[config.mk]
export PLATFORM = sky130hd
export DESIGN_NAME = header_sum_frame_parser_core
export DESIGN_NICKNAME = d
export VERILOG_FILES = /design/src/hw/rtl/hsfp_pkg.sv /design/src/hw/rtl/hsfp_collect.sv /design/src/hw/rtl/hsfp_out_buf.sv /design/src/hw/rtl/header_sum_frame_parser_core.sv
export SDC_FILE = /design/constraint.sdc
export NUM_CORES = 1
export LEC_CHECK = 0
export BUFFER_PORTS_ARGS = -buffer_cell sky130_fd_sc_hd__buf_2
export CAP_MARGIN = 20
export CORE_MARGIN = 2
export CORE_UTILIZATION = 45
export DETAILED_ROUTE_END_ITERATION = 6
export HOLD_SLACK_MARGIN = 0.05
export PLACE_DENSITY = 0.71
export SYNTH_ARGS = -nofsm -noshare
export SYNTH_HDL_FRONTEND = slang
export SYNTH_SLANG_ARGS = --single-unit
[constraint.sdc]
create_clock -name clk -period 6.9 [get_ports clk]
set_input_delay 0 -clock clk [delete_from_list [all_inputs] [get_ports clk]]
set_output_delay 0 -clock clk [all_outputs]
set_load 0.1 [all_outputs]
[src/hw/rtl/hsfp_pkg.sv]
// ----------------------------------------------------------------------------
// hsfp_pkg
// shared types and constants of the header sum frame parser
// ----------------------------------------------------------------------------
`default_nettype none

package hsfp_pkg;

  localparam int FRAME_BYTES = 7;
  localparam int POS_W       = 3;

  localparam logic [7:0] HEADER_RESET = 8'hAA;

  // byte positions inside a frame
  localparam logic [POS_W-1:0] POS_HEADER = 3'd0;
  localparam logic [POS_W-1:0] POS_MODE   = 3'd1;
  localparam logic [POS_W-1:0] POS_EX_LO  = 3'd2;
  localparam logic [POS_W-1:0] POS_EX_HI  = 3'd3;
  localparam logic [POS_W-1:0] POS_EY_LO  = 3'd4;
  localparam logic [POS_W-1:0] POS_EY_HI  = 3'd5;
  localparam logic [POS_W-1:0] POS_SUM    = POS_W'(FRAME_BYTES - 1);

  localparam logic STATUS_GOOD = 1'b0;
  localparam logic STATUS_BAD  = 1'b1;

  typedef struct packed {
    logic               frame_status;
    logic [7:0]         mode_bits;
    logic signed [15:0] error_x;
    logic signed [15:0] error_y;
    logic [7:0]         sum_byte;
    logic [31:0]        good_frames;
    logic [31:0]        bad_frames;
  } result_t;

  typedef struct packed {
    logic             collecting;
    logic [POS_W-1:0] pos;
  } parse_status_t;

endpackage

`default_nettype wire

[src/hw/rtl/hsfp_collect.sv]
// ----------------------------------------------------------------------------
// hsfp_collect
// header hunt, frame byte capture, running sum and frame counters
// ----------------------------------------------------------------------------
`default_nettype none

module hsfp_collect
  import hsfp_pkg::*;
(
  input  wire logic          clk,
  input  wire logic          rst,
  input  wire logic          cfg_we,
  input  wire logic [7:0]    cfg_wdata,
  input  wire logic          take,
  input  wire logic [7:0]    rx_byte,
  output logic               res_valid,
  output result_t            res,
  output parse_status_t      status
);

  logic             collecting;
  logic [POS_W-1:0] pos;
  logic [7:0]       header;
  logic [7:0]       sum;
  logic [7:0]       mode;
  logic [15:0]      ex;
  logic [15:0]      ey;
  logic [31:0]      good_count;
  logic [31:0]      bad_count;

  logic        done;
  logic        bad;
  logic [31:0] good_count_next;
  logic [31:0] bad_count_next;

  assign done            = take && collecting && (pos >= POS_SUM);
  assign bad             = (sum != rx_byte);
  assign good_count_next = good_count + 32'(!bad);
  assign bad_count_next  = bad_count + 32'(bad);

  always_ff @(posedge clk) begin
    if (rst) begin
      header     <= HEADER_RESET;
      collecting <= 1'b0;
      pos        <= POS_HEADER;
      good_count <= '0;
      bad_count  <= '0;
    end else begin
      if (cfg_we) begin
        header <= cfg_wdata;
      end
      if (take) begin
        if (!collecting) begin
          if (rx_byte == header) begin
            collecting <= 1'b1;
            pos        <= POS_MODE;
          end
        end else if (pos < POS_SUM) begin
          pos <= pos + POS_W'(1);
        end else begin
          collecting <= 1'b0;
          pos        <= POS_HEADER;
          good_count <= good_count_next;
          bad_count  <= bad_count_next;
        end
      end
    end
  end

  // frame payload, written at fixed positions
  always_ff @(posedge clk) begin
    if (take) begin
      if (!collecting) begin
        sum <= rx_byte;
      end else if (pos < POS_SUM) begin
        sum <= sum + rx_byte;
        case (pos)
          POS_MODE:  mode       <= rx_byte;
          POS_EX_LO: ex[7:0]    <= rx_byte;
          POS_EX_HI: ex[15:8]   <= rx_byte;
          POS_EY_LO: ey[7:0]    <= rx_byte;
          POS_EY_HI: ey[15:8]   <= rx_byte;
          default: ;
        endcase
      end
    end
  end

  always_comb begin
    res_valid        = done;
    res.frame_status = bad ? STATUS_BAD : STATUS_GOOD;
    res.mode_bits    = mode;
    res.error_x      = ex;
    res.error_y      = ey;
    res.sum_byte     = rx_byte;
    res.good_frames  = good_count_next;
    res.bad_frames   = bad_count_next;
  end

  assign status.collecting = collecting;
  assign status.pos        = pos;

endmodule

`default_nettype wire

[src/hw/rtl/hsfp_out_buf.sv]
// ----------------------------------------------------------------------------
// hsfp_out_buf
// result register with a skid stage towards the output stream
// ----------------------------------------------------------------------------
`default_nettype none

module hsfp_out_buf
  import hsfp_pkg::*;
(
  input  wire logic    clk,
  input  wire logic    rst,
  input  wire logic    push,
  input  result_t      push_data,
  output logic         room,
  output logic         out_valid,
  input  wire logic    out_ready,
  output result_t      out_data,
  output logic         skid_valid
);

  result_t skid_data;
  logic    pop;

  assign pop  = out_valid && out_ready;
  assign room = !skid_valid;

  always_ff @(posedge clk) begin
    if (rst) begin
      out_valid  <= 1'b0;
      skid_valid <= 1'b0;
    end else if (skid_valid) begin
      if (pop) begin
        skid_valid <= 1'b0;
      end
    end else if (push) begin
      if (out_valid && !pop) begin
        skid_valid <= 1'b1;
      end else begin
        out_valid <= 1'b1;
      end
    end else if (pop) begin
      out_valid <= 1'b0;
    end
  end

  always_ff @(posedge clk) begin
    if (skid_valid) begin
      if (pop) begin
        out_data <= skid_data;
      end
    end else if (push) begin
      if (out_valid && !pop) begin
        skid_data <= push_data;
      end else begin
        out_data <= push_data;
      end
    end
  end

endmodule

`default_nettype wire

[src/hw/rtl/header_sum_frame_parser_core.sv]
// ----------------------------------------------------------------------------
// header_sum_frame_parser_core
// fixed-length frame parser with an 8-bit sum checksum
//
// s_axis carries one received byte per beat in tdata. bytes are dropped until
// one equals the header register (cfg_we/cfg_wdata, reset 0xAA); that byte
// and the next six make a seven-byte frame. the last byte is checked against
// the wrapping 8-bit sum of the first six.
// m_axis gives one beat per completed frame: tuser is the status (0 good,
// 1 checksum mismatch), tdata the mode byte, both signed errors, the received
// checksum and the wrapping good and bad frame counters.
// one byte is taken every cycle while s_axis_tready is high. a result goes
// into the result register, or into the skid stage while an earlier result
// waits there, so s_axis_tready stays high while one result waits; it drops
// only when two results are held, and rises in the cycle after m_axis_tready.
// reset (synchronous, rst high) returns to header hunting, clears both
// counters, empties the output and restores the header value.
// ----------------------------------------------------------------------------
`default_nettype none

module header_sum_frame_parser_core
  import hsfp_pkg::*;
(
  input  wire logic         clk,
  input  wire logic         rst,
  input  wire logic         cfg_we,
  input  wire logic [7:0]   cfg_wdata,
  input  wire logic         s_axis_tvalid,
  output logic              s_axis_tready,
  input  wire logic [7:0]   s_axis_tdata,   // rx_byte
  output logic              m_axis_tvalid,
  input  wire logic         m_axis_tready,
  // mode_bits, error_x, error_y, sum_byte, good_frames, bad_frames
  output logic [111:0]      m_axis_tdata,
  output logic [0:0]        m_axis_tuser    // frame_status
);

  logic          take;
  logic          res_valid;
  result_t       res;
  parse_status_t status;
  logic          room;
  result_t       out_data;
  logic          skid_valid;

  assign s_axis_tready = room;
  assign take          = s_axis_tvalid && room;

  hsfp_collect u_collect (
    .clk       (clk),
    .rst       (rst),
    .cfg_we    (cfg_we),
    .cfg_wdata (cfg_wdata),
    .take      (take),
    .rx_byte   (s_axis_tdata),
    .res_valid (res_valid),
    .res       (res),
    .status    (status)
  );

  hsfp_out_buf u_out_buf (
    .clk        (clk),
    .rst        (rst),
    .push       (res_valid),
    .push_data  (res),
    .room       (room),
    .out_valid  (m_axis_tvalid),
    .out_ready  (m_axis_tready),
    .out_data   (out_data),
    .skid_valid (skid_valid)
  );

  assign m_axis_tdata = {out_data.bad_frames, out_data.good_frames, out_data.sum_byte,
                         out_data.error_y, out_data.error_x, out_data.mode_bits};
  assign m_axis_tuser = out_data.frame_status;

  a_skid_behind_out: assert property (@(posedge clk) disable iff (rst)
    skid_valid |-> m_axis_tvalid)
    else $error("skid stage holds a result while the output register is empty");

  a_pos_hunting: assert property (@(posedge clk) disable iff (rst)
    !status.collecting |-> status.pos == POS_HEADER)
    else $error("byte position not cleared while hunting");

  a_pos_collecting: assert property (@(posedge clk) disable iff (rst)
    status.collecting |-> (status.pos != POS_HEADER) && (status.pos <= POS_SUM))
    else $error("byte position out of frame while collecting");

  a_result_at_end: assert property (@(posedge clk) disable iff (rst)
    res_valid |=> !status.collecting && m_axis_tvalid)
    else $error("frame end did not return to hunting or lost its beat");

endmodule

`default_nettype wire
==> results of run 1 <==
-- power breakdown --
part	leakage (nW)	internal (mW)	total (mW)	switching (mW)
logic	2.27	0.0362	0.0822	0.0460
registers	2.86	2.27	2.27	0.00345
clock network	0.566	1.10	1.88	0.780
total	5.69	3.40	4.23	0.830
-- path summary, 6_finish.rpt --
kind / from / to / slack [ps]
max: u_collect.collecting / u_out_buf.skid_data[78] / 3190
min reg2reg: u_collect.ey[4] / u_out_buf.skid_data[76] / 440
max reg2reg: u_collect.collecting / u_out_buf.skid_data[78] / 3190
min: rst / u_collect.bad_count[26] / 170
-- cell usage in the layout, fill, tap and decap left out, types with 8 or more instances in the layout --
cell type / Yosys / final
nand4_1: 44 / 44
dfxtp_1: 78 / 77
clkbuf_1: 30 / 14
o21ai_0: 18 / 18
nor4_1: 12 / 12
xor2_1: 58 / 58
or3_1: 10 / 10
nor2_1: 82 / 82
buf_2: 5 / 135
and4_1: 8 / 8
dlygate4sd3_1: 0 / 26
nor3_1: 18 / 18
nand2_1: 63 / 63
nand3_1: 30 / 30
mux2_2: 114 / 114
buf_4: 1 / 8
xnor2_1: 61 / 61
clkbuf_16: 0 / 39
ha_1: 17 / 17
edfxtp_1: 274 / 274
and2_1: 11 / 11
inv_1: 13 / 13
a21oi_1: 27 / 26
-- tightest hold or removal path, stage by stage --
cell	delay (ps)
buf_2	100
buf_4	350
nor2_1	180
-- layer usage --
layer / global-route usage [%] / vias up / share of wire, %
met5: 0 / - / 0
met3: 3.03 / 41 / 4.6
met4: 4.35 / 0 / 1.8
met2: 28.0 / 193 / 47
li1: - / 4218 / -
met1: 23.8 / 4254 / 46
-- kinds of logic after synthesis --
| family | Yosys count |
|---|---|
| compound gates | 68 |
| simple gates | 313 |
| xor+xnor | 119 |
| buf+inv | 64 |
| fa+ha+maj | 18 |
| mux | 121 |
| flops | 352 |
-- repair_timing --
| item | 4_1_cts | 5_1_grt |
|---|---|---|
| endpoints found under the setup margin | 0 | 0 |
| endpoints found under the hold margin | 68 | 0 |
| resized for setup | 0 | 0 |
| hold buffers | 26 | 0 |
-- cell usage after synthesis (all sizes together) (6+ instances only) --
master / count / area (um2)
nor3: 20 / 110
nand3: 31 / 168
a21oi: 27 / 135
or3: 10 / 62.6
buf: 17 / 81.3
nor2: 82 / 308
o21ai: 18 / 90.1
nor4: 16 / 125
nand2: 63 / 236
nand4: 46 / 300
and2: 12 / 75.1
xnor2: 61 / 534
inv: 14 / 52.6
xor2: 58 / 508
and4: 8 / 70.1
clkbuf: 33 / 128
ha: 17 / 213
edfxtp: 274 / 8230
dfxtp: 78 / 1560
mux2i: 6 / 60.1
mux2: 115 / 1290
nor2b: 6 / 37.5
-- flip-flops by register name (all words and copies together) (netlist names) --
name	flops
u_collect.ex	16
u_out_buf.skid_data	113
u_collect.pos	3
u_collect.good_count	32
u_out_buf.skid_valid	1
u_collect.collecting	1
u_collect.mode	8
u_collect.sum	8
u_out_buf.out_data	113
u_collect.bad_count	32
u_collect.header	8
u_collect.ey	16
u_out_buf.out_valid	1
-- cell type report --
| class | instances | area (um2) | area share (%) |
|---|---|---|---|
| multi-input combinational | 639 | 4690 | 27.2 |
| clock inverter | 10 | 53.8 | 0.312 |
| timing repair buffer | 171 | 1030 | 5.95 |
| inverter | 14 | 52.6 | 0.304 |
| clock buffer | 58 | 1100 | 6.36 |
| tap | 442 | 553 | 3.20 |
| sequential | 352 | 9790 | 56.7 |
==> impl_metrics.toml, run 1 <==
[status]
outcome = "finished clean"

[logic_synthesis]
synthFlopType = "edfxtp_1"
yosys.cell_types.count = 53
synthCells = 1055
synthAdderAreaFrac_pct = 1.58
yosysSeqAreaShare_pct = 66.5
synth_top_family_by_area = "simple AND/OR/NAND/NOR gates"
synth_seq_cells = 352
synth_nets = 1094
synth-edff-count = 274
synth_xor_area_share_pct = 7.08
synthSimpleGateAreaFrac_pct = 11.1
async_reset_ff_share_pct = 0
syn_area_per_cell_um2 = 14.0
synth_area_um2 = 14700
yosys-mux-area-fraction_pct = 9.21
synth_compound_area_share_pct = 2.78
yosysWarningCount = 0

[cts]
cts-root-buf = "clkbuf_16"
clk_latency_ps = 510
htreeDepth = 2
clkTransAtPathRegs_ps = 60
cts_tree = "yes"
cts.path.max_buffers = 3
cts_buffers = 37
clock-sinks = 352
post_cts_buffers = 0

[setup_path]
path_delay_family = "simple AND/OR/NAND/NOR gates"
cp.required_ps = 7030
path_class = "register to register"
cp_num_buf_inv = 2
path_cells = "nand3b_1 > nor3_4 > buf_4 > and3_4 > buf_4"
cp_max_fo = 59
cp_common_cell = "buf_4"
cpPeakStageDelay_ps = 740
arrival_ps = 3840
startpoint_type = "register"
worstSetupEndpointType = "register"
cp_slowest_cell = "and3_4"
worstRegToRegCells = 5
crit_cells = 5

[pwr]
leakage_nw = 5.69
powerDensity_nw_per_um2 = 245
power_mw = 4.23
ir_drop_uv = 133

[placed_design]
place.gp.congestion = 0.835
post-dp-hpwl_um = 17600
pre_cts_ws_ps = 3160
port_buffers = 135
post_dp_cell_area_um2 = 15900
dp_cells = 1592

[worst_hold_path]
worstHoldPathCells = 3
hold_path.class = "primary input to register"

[sta]
slew_headroom_pct = 32.2
hold_viol_final = 0
setup_violations = 0
fmaxAchievable_ghz = 0.269
worst_pin_slew_ps = 1010
fin_ws_ps = 3190
finalCritPeriodShare_pct = 53.8
final.min_clock_period_ps = 3710
finClkSkew_ps = 8.93
slew_viol_final = 0
hold_ws_ps = 167
setup_tns_ps = 0
rsz0062_at_grt = "false"

[grt]
grt_overflow = 0
grt_usage_pct = 17.1
grt_max_degree = 99
grt_pass1_wl_um = 46400
grt_pass1_vias = 8565
antenna_found_initial = 0

[drt]
drt_iter0_drc = 683
vias_per_cell = 5.16
vias = 8706
wl_per_cell_um = 17.1
drtAntennaViolNets = 0
drt_wl_total_um = 28800
drc = 0
drt-pass1-iter-count = 5

[finish]
diodes = 0
drive_gt1_share_pct = 26.2
postLayoutCoreUtil_pct = 53.3
final_cell_area_um2 = 17300
fin_cells = 1686
fin_nets = 1254
synthToLayoutAreaGrowth_pct = 17.3
n_fill_cell = 2744

[floorplan]
num_rows = 66
core-area_um2 = 32400
die_y_um = 185
boundaryPins = 136
initial_utilization_pct = 45.5
die_x_um = 185
die_area_um2 = 34200

[run]
drv_cap = 0
Power figures use the tool's default switching activity.
==> run 2, diff against run 1 <==
- PLACE_DENSITY: 0.71 -> 0.68
- clock period: 6.9 -> 3.78 ns (I/O delays scaled with it)
==> run 2 against run 1 <==
The flow now finishes with violations (DRC). Count of clock-buffer cells in the layout down 1. Hold slack better by 38 ps. Critical path type unchanged. Sequential cell count unchanged. Design area up 1.1%. Setup slack worse by 2800 ps. Wire length rose by 4.6%.
==> impl_metrics.toml, run 2 (synthesis gave the netlist of run 1 again) <==
[status]
outcome = "complete, but fails checks"
violations = "DRC"

[cts]
clk_latency_ps = 540
htreeDepth = 2
cts-root-buf = "clkbuf_16"
cts.path.max_buffers = 3
cts_tree = "yes"
cts_buffers = 38
clock-sinks = 352
clkTransAtPathRegs_ps = 60

[setup_path]
startpoint_type = "register"
worstSetupEndpointType = "register"
rrSetupSlack_ps = 420
path_class = "register to register"
arrival_ps = 3630
cp_max_fo = 16
cp.required_ps = 4050
worstRegToRegCells = 12

[grt]
grt_max_degree = 83
antenna_found_initial = 0
grt_overflow = 0
grt_pass1_vias = 8796
grt_usage_pct = 18.0
grt_pass1_wl_um = 48200

[floorplan]
core-area_um2 = 32400
num_rows = 66
boundaryPins = 136
initial_utilization_pct = 45.5
die_area_um2 = 34200
die_y_um = 185
die_x_um = 185

[pwr]
powerDensity_nw_per_um2 = 452
leakage_nw = 5.79
ir_drop_uv = 252

[finish]
fin_nets = 1271
final_cell_mix = "edfxtp_1 (274), buf_2 (135), mux2_2 (114)"
largest_registers = "u_out_buf.out_data: 113 flops, u_out_buf.skid_data: 113 flops"
final_common_cell = "edfxtp_1"
n_fill_cell = 2712
diodes = 0
postLayoutCoreUtil_pct = 53.9
synthToLayoutAreaGrowth_pct = 18.6
drive_gt1_share_pct = 27.1

[sta]
worst_pin_slew_ps = 967
finClkSkew_ps = 19.1
finalCritPeriodShare_pct = 88.8
setup_tns_ps = 0
slew_viol_final = 0
rsz0062_at_grt = "false"
slew_headroom_pct = 35.5
setup_violations = 0
final.min_clock_period_ps = 3360
fmaxAchievable_ghz = 0.298
hold_viol_final = 0

[drt]
drt_iter0_drc = 696
vias_per_cell = 5.18
drt_wl_total_um = 30200
wl_per_cell_um = 17.7
drtAntennaViolNets = 0
drt-pass1-iter-count = 7
drc = 7
vias = 8820

[placed_design]
place.gp.congestion = 0.817
post-dp-hpwl_um = 18300
port_buffers = 135

[run]
drv_cap = 0

[worst_hold_path]
worstHoldPathCells = 3
hold_path.class = "primary input to register"
==> run 2: cell count changes in the layout (fill, tap and decap cells not counted) <==
cell and change:
buf_12 +2, buf_4 +14, buf_6 -1, bufinv_16 +1, clkbuf_1 +1, clkbuf_16 +1, clkbuf_8 -3, clkinvlp_4 +1
dlygate4sd3_1 +1, inv_16 +1
==> run 2: cell type report <==
class	count	area [um2]	area share (%)
well taps	442	553	3.17
flip-flops and latches	352	9790	56.1
inverters	14	52.6	0.301
clock inverters	13	111	0.638
clock buffers	57	1080	6.22
repair buffers	187	1170	6.71
multi-input cells	639	4690	26.9
==> run 2: worst max-delay path, cell delays in order, from the launching register on <==
cell,delay (ps)
edfxtp_1,370
ha_1,350
nor4_1,280
o211ai_1,210
inv_1,120
ha_1,230
ha_1,250
nand3_1,220
nor3_2,230
buf_4,250
nand3_1,120
xnor2_1,200
mux2_2,270
==> run 2: final timing paths <==
kind / startpoint / to
max reg2reg: u_collect.sum[4] / u_out_buf.out_data[58]
min reg2reg: u_collect.ey[3] / u_out_buf.skid_data[75]
max: u_collect.sum[4] / u_out_buf.out_data[58]
min: m_axis_tready / u_out_buf.skid_valid
==> run 2: report_power, final <==
group	switching [mW]	total, mW	internal [mW]
combinational	0.0872	0.158	0.0711
clock	1.51	3.58	2.07
sequential	0.00622	4.14	4.14
total	1.60	7.88	6.28
==> run 2: stage by stage <==
step / hold WS, ps / area (um2) / cells / setup slack, ps / power, mW
after detailed placement: 194 / 16000 / 1605 / 376 / 4.35
after floorplan: 98.9 / 14700 / 1055 / 90.7 / 4.30
final: 205 / 17500 / 1704 / 424 / 7.88
after CTS: 183 / 17400 / 1702 / 348 / 7.98
after global placement: 196 / 16000 / 1605 / 497 / 4.35
after global routing: 202 / 17500 / 1704 / 41.5 / 8.13
==> run 2: metal layers <==
| layer | vias up | global-route usage, % | part of all wire [%] |
|---|---|---|---|
| met5 | - | 0 | 0 |
| met1 | 4316 | 24.7 | 46 |
| met3 | 46 | 3.05 | 4.7 |
| met2 | 219 | 29.1 | 47 |
| li1 | 4239 | - | - |
| met4 | 0 | 5.87 | 2.3 |
==> run 2: timing repair <==
action | 4_1_cts | 5_1_grt
setup endpoints to repair | 0 | 2
hold buffers | 27 | 0
setup buffers | 0 | 2
gates resized for setup | 0 | 0
endpoints found under the hold margin | 97 | 0
